--- config.mk ---
export PLATFORM = sky130hd
export DESIGN_NAME = ctm_ctrl
export DESIGN_NICKNAME = d
export VERILOG_FILES = /design/src/design/ctm_pkg.sv /design/src/design/ctm_ctrl.sv
export SDC_FILE = /design/constraint.sdc
export NUM_CORES = 1
export LEC_CHECK = 0
export ABC_AREA = 0
export BUFFER_PORTS_ARGS = -buffer_cell sky130_fd_sc_hd__buf_2
export CAP_MARGIN = 10
export CORE_MARGIN = 2
export CORE_UTILIZATION = 45
export DETAILED_ROUTE_END_ITERATION = 10
export PLACE_DENSITY = 0.73
export SLEW_MARGIN = 20
export SYNTH_ARGS = -nofsm -noshare
export SYNTH_HDL_FRONTEND = slang
export SYNTH_SLANG_ARGS = --single-unit
--- constraint.sdc ---
create_clock -name aclk -period 2.31 [get_ports aclk]
set_clock_uncertainty 0.1 [all_clocks]
set_input_delay 0.1155 -clock aclk [delete_from_list [all_inputs] [get_ports aclk]]
set_output_delay 0.1155 -clock aclk [all_outputs]
set_load 0.01 [all_outputs]
--- src/design/ctm_pkg.sv ---
package ctm_pkg;

    localparam int POOL_NODES = 256;
    localparam int TYPE_COUNT = 16;
    localparam int SLOTS = 4;
    localparam int CHAIN_MAX = (TYPE_COUNT + SLOTS - 1) / SLOTS;
    localparam int BUF_SLOTS = (CHAIN_MAX + 1) * SLOTS;
    localparam int NODE_W = $clog2(POOL_NODES);
    localparam int LINK_W = NODE_W + 1;
    localparam int SLOT_AW = $clog2(POOL_NODES * SLOTS);
    localparam int J_W = $clog2(SLOTS);
    localparam int FILL_W = $clog2(SLOTS + 1);
    localparam int BUF_W = $clog2(BUF_SLOTS + 1);
    localparam int NN_W = $clog2(CHAIN_MAX + 2);
    localparam int TYPE_W = 4;
    localparam int VAL_W = 32;
    localparam logic [LINK_W-1:0] NULL_LINK = LINK_W'(POOL_NODES);

    typedef enum logic [1:0] {
        CMD_ALLOC   = 2'd0,
        CMD_DEALLOC = 2'd1,
        CMD_SET     = 2'd2,
        CMD_FETCH   = 2'd3
    } cmd_t;

    typedef enum logic [1:0] {
        ST_OK   = 2'd0,
        ST_FULL = 2'd1,
        ST_BAD  = 2'd2
    } status_t;

    typedef struct packed {
        cmd_t                command;
        logic [NODE_W-1:0]   obj_index;
        logic [TYPE_W-1:0]   entry_type;
        logic [VAL_W-1:0]    entry_value;
        logic [TYPE_COUNT-1:0] type_mask;
    } in_item_t;

    typedef struct packed {
        logic [NODE_W-1:0] result_index;
        logic [TYPE_W-1:0] result_type;
        logic [VAL_W-1:0]  result_value;
        status_t           status;
        logic              last;
    } out_item_t;

    typedef enum logic [4:0] {
        OP_NONE, OP_LOAD, OP_TAKE, OP_POP, OP_AINIT, OP_DRD, OP_DWR, OP_WRD, OP_WSL,
        OP_SRCH, OP_SVAL, OP_LPREV, OP_LNEW, OP_SINS, OP_SDEL, OP_WB, OP_TRIM,
        OP_PUSH, OP_FETCH, OP_EMIT
    } dp_op_t;

    typedef struct packed {
        dp_op_t  op;
        status_t emit_st;
    } dp_cmd_t;

    typedef struct packed {
        cmd_t cmd;
        logic bad_idx;
        logic can_alloc;
        logic use_free;
        logic chain_end;
        logic slot_last;
        logic hit;
        logic val_zero;
        logic grow;
        logic wb_done;
        logic trim;
        logic push_done;
        logic fetch_done;
        logic out_free;
    } dp_stat_t;

endpackage

--- src/design/ctm_ctrl.sv ---
module ctm_ctrl import ctm_pkg::*; (
    input  logic     aclk,
    input  logic     aresetn,
    input  logic     s_valid,
    output logic     s_ready,
    input  dp_stat_t stat,
    output dp_cmd_t  dcmd
);

    typedef enum logic [20:0] {
        S_IDLE  = 21'h000001,
        S_DEC   = 21'h000002,
        S_TAKE  = 21'h000004,
        S_POP   = 21'h000008,
        S_AINIT = 21'h000010,
        S_DRD   = 21'h000020,
        S_DWR   = 21'h000040,
        S_WRD   = 21'h000080,
        S_WSL   = 21'h000100,
        S_SRCH  = 21'h000200,
        S_SDEC  = 21'h000400,
        S_SVAL  = 21'h000800,
        S_LPREV = 21'h001000,
        S_LNEW  = 21'h002000,
        S_SINS  = 21'h004000,
        S_SDEL  = 21'h008000,
        S_WB    = 21'h010000,
        S_TRIM  = 21'h020000,
        S_PUSH  = 21'h040000,
        S_FETCH = 21'h080000,
        S_EMIT  = 21'h100000
    } state_t;

    state_t  state_reg, state_next;
    status_t est_reg, est_next;
    state_t  after_take;

    assign s_ready = (state_reg == S_IDLE);
    assign after_take = (stat.cmd == CMD_ALLOC) ? S_AINIT : S_LPREV;

    always_comb begin
        state_next = state_reg;
        est_next = est_reg;
        dcmd.op = OP_NONE;
        dcmd.emit_st = est_reg;
        case (state_reg)
            S_IDLE: begin
                if (s_valid) begin
                    dcmd.op = OP_LOAD;
                    state_next = S_DEC;
                end
            end
            S_DEC: begin
                est_next = ST_OK;
                if (stat.cmd == CMD_ALLOC) begin
                    if (stat.can_alloc) begin
                        state_next = S_TAKE;
                    end else begin
                        est_next = ST_FULL;
                        state_next = S_EMIT;
                    end
                end else if (stat.bad_idx) begin
                    est_next = ST_BAD;
                    state_next = S_EMIT;
                end else if (stat.cmd == CMD_DEALLOC) begin
                    state_next = S_DRD;
                end else begin
                    state_next = S_WRD;
                end
            end
            S_TAKE: begin
                dcmd.op = OP_TAKE;
                state_next = stat.use_free ? S_POP : after_take;
            end
            S_POP: begin
                dcmd.op = OP_POP;
                state_next = after_take;
            end
            S_AINIT: begin
                dcmd.op = OP_AINIT;
                state_next = S_EMIT;
            end
            S_DRD: begin
                dcmd.op = OP_DRD;
                state_next = S_DWR;
            end
            S_DWR: begin
                dcmd.op = OP_DWR;
                state_next = stat.chain_end ? S_EMIT : S_DRD;
            end
            S_WRD: begin
                dcmd.op = OP_WRD;
                state_next = S_WSL;
            end
            S_WSL: begin
                dcmd.op = OP_WSL;
                if (stat.slot_last) begin
                    if (!stat.chain_end) begin
                        state_next = S_WRD;
                    end else if (stat.cmd == CMD_FETCH) begin
                        state_next = S_FETCH;
                    end else begin
                        state_next = S_SRCH;
                    end
                end
            end
            S_SRCH: begin
                dcmd.op = OP_SRCH;
                state_next = S_SDEC;
            end
            S_SDEC: begin
                if (!stat.val_zero) begin
                    if (stat.hit) begin
                        state_next = S_SVAL;
                    end else if (!stat.grow) begin
                        state_next = S_SINS;
                    end else if (stat.can_alloc) begin
                        state_next = S_TAKE;
                    end else begin
                        est_next = ST_FULL;
                        state_next = S_EMIT;
                    end
                end else begin
                    state_next = stat.hit ? S_SDEL : S_EMIT;
                end
            end
            S_SVAL: begin
                dcmd.op = OP_SVAL;
                state_next = S_WB;
            end
            S_LPREV: begin
                dcmd.op = OP_LPREV;
                state_next = S_LNEW;
            end
            S_LNEW: begin
                dcmd.op = OP_LNEW;
                state_next = S_SINS;
            end
            S_SINS: begin
                dcmd.op = OP_SINS;
                state_next = S_WB;
            end
            S_SDEL: begin
                dcmd.op = OP_SDEL;
                state_next = S_WB;
            end
            S_WB: begin
                dcmd.op = OP_WB;
                if (stat.wb_done) begin
                    state_next = stat.trim ? S_TRIM : S_EMIT;
                end
            end
            S_TRIM: begin
                dcmd.op = OP_TRIM;
                state_next = S_PUSH;
            end
            S_PUSH: begin
                dcmd.op = OP_PUSH;
                if (stat.push_done) begin
                    state_next = S_EMIT;
                end
            end
            S_FETCH: begin
                dcmd.op = OP_FETCH;
                if (stat.fetch_done) begin
                    state_next = S_IDLE;
                end
            end
            S_EMIT: begin
                dcmd.op = OP_EMIT;
                if (stat.out_free) begin
                    state_next = S_IDLE;
                end
            end
            default: begin
                state_next = S_IDLE;
            end
        endcase
    end

    always_ff @(posedge aclk) begin
        if (!aresetn) begin
            state_reg <= S_IDLE;
            est_reg <= ST_OK;
        end else begin
            state_reg <= state_next;
            est_reg <= est_next;
        end
    end

    // a result word only leaves from the emit or fetch states
    a_out_src: assert property (@(posedge aclk) disable iff (!aresetn)
        (dcmd.op == OP_EMIT || dcmd.op == OP_FETCH) |->
        (state_reg == S_EMIT || state_reg == S_FETCH))
        else $error("result op outside emit/fetch");

    a_new_word: assert property (@(posedge aclk) disable iff (!aresetn)
        (s_valid && s_ready) |=> (state_reg == S_DEC))
        else $error("accepted word not decoded");

    a_emit_done: assert property (@(posedge aclk) disable iff (!aresetn)
        (state_reg == S_EMIT && stat.out_free) |=> (state_reg == S_IDLE))
        else $error("emit did not finish");

endmodule

== After elaboration in Yosys (flattened, before gate mapping) ==
Index checks and enable logic that the tools add are counted.

* Flip-flop bits (word level): 23
* Input bits: 18

* Eq/ne operators: 33
* Mux-type cells: 31
* Reduce and logical (&&, ||, !) cells: 5

{| class="wikitable"
|+ Operators by type and width
! operator !! count
|-
| case mux 21 bit (19 select lines) || 1
|-
| 2-to-1 mux 21 bit || 15
|-
| case mux 5 bit (19 select lines) || 1
|-
| 2-to-1 mux 20 bit || 2
|-
| 2-to-1 mux 13 bit || 2
|-
| equality test 21 x 1 -> 1 bit (second input constant) || 1
|-
| equality test 21 x 10 -> 1 bit (second input constant) || 1
|-
| equality test 21 x 11 -> 1 bit (second input constant) || 1
|-
| equality test 21 x 12 -> 1 bit (second input constant) || 1
|-
| equality test 21 x 13 -> 1 bit (second input constant) || 1
|-
| equality test 21 x 14 -> 1 bit (second input constant) || 1
|-
| equality test 21 x 15 -> 1 bit (second input constant) || 1
|-
| equality test 21 x 16 -> 1 bit (second input constant) || 1
|-
| equality test 21 x 17 -> 1 bit (second input constant) || 1
|-
| equality test 21 x 18 -> 1 bit (second input constant) || 1
|-
| equality test 21 x 19 -> 1 bit (second input constant) || 1
|-
| equality test 21 x 2 -> 1 bit (second input constant) || 1
|-
| equality test 21 x 20 -> 1 bit (second input constant) || 1
|-
| equality test 21 bit (second input constant) || 1
|-
| equality test 21 x 3 -> 1 bit (second input constant) || 1
|-
| equality test 21 x 4 -> 1 bit (second input constant) || 1
|-
| equality test 21 x 5 -> 1 bit (second input constant) || 1
|-
| equality test 21 x 6 -> 1 bit (second input constant) || 1
|-
| equality test 21 x 7 -> 1 bit (second input constant) || 1
|-
| 14 further kinds || 29
|}

== Logic depth before layout (Yosys ltp) ==
* Depth after elaboration: 5
* Gate-level depth with buffers: 6

== Worst setup path after synthesis ==
No wires, ideal clock.

* Path type: reg2reg
* Start: register state_reg[2]
* End: register state_reg[19]
* Data arrival time: 1748 ps
* Data required time: 2093 ps
* Setup slack: 345 ps
* Stages on the path, launching flop included: 7
* Cell sequence: dfxtp_1 clkbuf_1 nor4_2 nand4_2 nor3_2 nor4_1 a32o_1

* Cells in the longest elaborated chain, start to end: 3
* Elaborated cells on any way between the ends: 30
* Those cells by class: eq/ne: 27; mux: 1; reduce/logical: 2

{| class="wikitable"
|+ Ends and longest elaborated chain
! what !! RTL line !! source
|-
| from (decl) || ctm_ctrl.sv:34 || <nowiki>state_t state_reg, state_next;</nowiki>
|-
| from (signal assigned) || ctm_ctrl.sv:186 || <nowiki>state_reg <= state_next;</nowiki>
|-
| equality test 21 x 16 -> 1 bit, or another cell as far along || ctm_ctrl.sv:46 || <nowiki>case (state_reg)</nowiki>
|-
| OR reduction 3 bit (no line) or != test 2 bit (tied branches) || - ||
|-
| case mux 21 bit (19 select lines) or AND reduction 6 bit (tied branches) || - ||
|}

Several ways; a longest one is shown, not always the timed one.
A chain may end at the register's enable or synchronous reset.

==> results by group <==
Critical path
  – Length in cells of the worst reg-to-reg path: 6
  – Critical path required time: 2.09 ns
  – Critical register-to-register path startpoint: state_reg[15]
  – Source of the critical timing path: state_reg[15]
  – Critical Path Sink: dcmd[3]
  – Endpoint of the worst-slack reg-to-reg timing path: state_reg[19]
  – R2r setup slk: 0.13 ns
  – Data arrival time of the critical path: 2.10 ns
  – Crit end category: primary output
  – Highest net fanout along the worst path: 5
  – Type of element launching the critical path: register
  – Worst setup path class: reg2out

Synth
  – Register area share after synthesis: 26.67%
  – Yosys Warn Count: 0
  – Net count after synthesis: 239
  – Fraction of registers with async set/reset: 0%
  – Post-Syn Instances: 221
  – Post-synthesis average cell area: 7.813 um2
  – Synthesized flop and latch total: 23
  – Netlist Area Pre-Place: 1727 um2
  – Synth unique cells: 54
  – Count of flip-flops with a built-in enable after synthesis: 0
  – Primary FF master, synth: sky130_fd_sc_hd__dfxtp_1

Layout
  – Layout area overhead: 24.13%
  – Post-Layout Cell Count: 307
  – Top library cells by usage in the layout, fill and taps aside: sky130_fd_sc_hd__nor2_1 (35), sky130_fd_sc_hd__buf_2 (25), sky130_fd_sc_hd__buf_4 (19), sky130_fd_sc_hd__nor3_1 (16), sky130_fd_sc_hd__dfxtp_1 (16)
  – Layout cells sized above 1: 30.89%
  – Most common cell after layout, fill and taps aside: sky130_fd_sc_hd__nor2_1
  – Diodes inserted: 0
  – Final #Nets: 278
  – Number of flip-flops in the largest register: 21
  – Filler cells: 358

Routing
  – Detailed-route wire length per cell: 16.79 um
  – Number of nets still failing antenna checks after routing: 0
  – DRT iter0 DRCs: 125
  – Number of detailed-routing iterations run before antenna repair: 5
  – Final wirelength: 5.155 mm
  – Via density per instance: 6.251
  – Number of vias in the routed layout: 1919
  – Total DRC errors in the routed layout: 0

Run status
  – Failing checks: negative setup slack
  – Run status: finished, violations left

Clock network
  – Post-CTS clock slew at the launch and capture registers of the worst setup and hold paths: 0.09 ns
  – TritonCTS clock tree: done
  – Number of buffers created by CTS: 3
  – Deepest level of the CTS H-tree: 1
  – Bufs on Longest Clock Path: 2
  – Latest clock arrival within the worst-skew pair: 0.27 ns
  – Library cell used as clock root buffer: sky130_fd_sc_hd__clkbuf_8
  – Num Clock Sinks: 23

GRT
  – Largest net degree at the start of global routing: 14
  – Global-route usage over all layers: 24.88%
  – Remaining global-route overflow: 0
  – Via count of the first global-routing pass: 1787
  – Wire length of the first global-routing pass: 8.362 mm
  – Number of antenna violations at the first check in global routing: 0

Placement
  – Half-perimeter wire length after detailed placement: 3.779 mm
  – Placed cell count: 290
  – Final estimated routing congestion in global placement: 0.8999
  – Buffers on Ports: 25

Power
  – P per Cell Area: 427.0 nW/um2
  – Standby leakage power: 0.8877 nW
  – Highest ir drop seen on vdd: 0.2602 mV

STA
  – Post-layout worst setup margin: -0.001344 ns
  – Smallest hold slack: 0.005379 ns
  – Setup Total Neg Slack: -0.001344 ns
  – Final hold viol count: 0
  – Tcrit/Tclk final: 100.1%
  – Unrepaired setup endpoints after global routing: true
  – Final setup fails: 1
  – Number of pins with negative max-slew slack in the final report: 0
  – Achievable clock frequency: 432.6 MHz
  – Slew Limit Headroom: 57.92%
  – Tightest Pin Transition: 0.6260 ns
  – Minimum period implied by the final worst setup slack: 2.311 ns

Die
  – Die Ht: 65.95 um
  – Area of the die: 4349 um2
  – Site Rows: 22
  – Starting density of the core: 46.81%
  – Die width: 65.95 um
  – Core box area: 3689 um2
  – Io pins: 26

Min path
  – Class of the tightest hold or removal check: in2reg

Run
  – Number of max-capacitance violations reported: 0
logic make-up (layout without fill, tap and decap cells):
family	after synthesis	after routing	synth area share (%)
AOI/OAI and AO/OA	38	38	16.23
buffers and inverters	19	57	4.710
xor gates and xnor gates	7	7	3.551
and+or+nand+nor	134	134	48.84
DFF	23	23	26.67
what timing repair did:
item	4_1_cts	5_1_grt
hold buffers	2	0
buffers inserted	4	7
setup endpoints to repair	8	12
cloned	0	0
resized for setup	6	16
pin swaps	4	8
hold endpoints to repair	2	0
worst max-delay path, stage by stage, from the launching register on:
cell and delay, ns:
sky130_fd_sc_hd__dfxtp_2 0.34, sky130_fd_sc_hd__nor4_4 0.43, sky130_fd_sc_hd__nand4_2 0.24, sky130_fd_sc_hd__or4b_4 0.60, sky130_fd_sc_hd__nand4_1 0.09, sky130_fd_sc_hd__buf_2 0.13
stage by stage:
stage	utilization, %	setup WS [ns]	cell area (um2)	total power [mW]
detailed placement	51.97	-0.001568	1917	0.6466
global route	58.11	-0.05102	2143	0.9508
global placement	51.97	-0.01346	1917	0.6457
CTS	55.22	-0.01917	2037	0.9039
finish	58.11	-0.001344	2143	0.9153
floorplan	-	0.3451	1727	0.5751
synth_stat cells, types with 3 or more instances:
library cell | instances | area [um2]
sky130_fd_sc_hd__nor2_1 | 37 | 138.9
sky130_fd_sc_hd__dfxtp_1 | 23 | 460.4
sky130_fd_sc_hd__nor3_1 | 17 | 85.08
sky130_fd_sc_hd__clkbuf_1 | 9 | 33.78
sky130_fd_sc_hd__nand3_1 | 9 | 45.04
sky130_fd_sc_hd__nand2_1 | 8 | 30.03
sky130_fd_sc_hd__nor4_1 | 8 | 50.05
sky130_fd_sc_hd__o21ai_0 | 8 | 40.04
sky130_fd_sc_hd__inv_1 | 7 | 26.28
sky130_fd_sc_hd__and3_1 | 4 | 25.02
sky130_fd_sc_hd__nand3b_1 | 4 | 30.03
sky130_fd_sc_hd__nand4_1 | 4 | 25.02
sky130_fd_sc_hd__nand4b_1 | 4 | 35.03
sky130_fd_sc_hd__nor3b_1 | 4 | 30.03
sky130_fd_sc_hd__nor4_4 | 4 | 85.08
sky130_fd_sc_hd__nor4b_1 | 4 | 35.03
sky130_fd_sc_hd__or4_1 | 4 | 30.03
sky130_fd_sc_hd__xnor2_1 | 4 | 35.03
sky130_fd_sc_hd__a21oi_1 | 3 | 15.01
sky130_fd_sc_hd__a32o_1 | 3 | 30.03
sky130_fd_sc_hd__and4_1 | 3 | 26.28
sky130_fd_sc_hd__nand2b_1 | 3 | 18.77
sky130_fd_sc_hd__o31ai_1 | 3 | 22.52
sky130_fd_sc_hd__xor2_1 | 3 | 26.28
power by group:
part           total, mW  leakage (nW)  internal [mW]  switching [mW]
registers          0.423         0.190          0.404          0.0192
logic              0.234         0.672         0.0986           0.135
clock network      0.259        0.0255          0.121           0.138
layer usage:
layer | wire length, um | global-route usage [%] | vias up
met5 | 0 | 0 | -
met4 | 164 | 10.46 | 0
met3 | 411 | 3.066 | 22
met2 | 2355 | 39.90 | 99
met1 | 2223 | 33.61 | 880
li1 | - | - | 918
how the worst min path moves through the flow:
stage	startpoint	endpoint	slack, ns	cells past startpoint
global route	stat[14]	state_reg[4]	0.02	2
detailed placement	stat[6]	state_reg[11]	0.25	2
floorplan	stat[6]	state_reg[11]	0.09	1
finish	stat[11]	state_reg[2]	0.005	3
CTS	stat[11]	state_reg[2]	0.01	3
global placement	stat[6]	state_reg[11]	0.22	2
area by class of cell:
cell class / instances / area (um2) / area share, %
Clock buffer: 3 / 41.29 / 1.926
Clock inverter: 1 / 5.005 / 0.2335
Inverter: 7 / 26.28 / 1.226
Multi-Input combinational cell: 179 / 1246 / 58.14
Sequential cell: 23 / 476.7 / 22.24
Tap cell: 48 / 60.06 / 2.802
Timing Repair Buffer: 46 / 287.8 / 13.43
No activity file was read; power rests on OpenSTA's default activity.
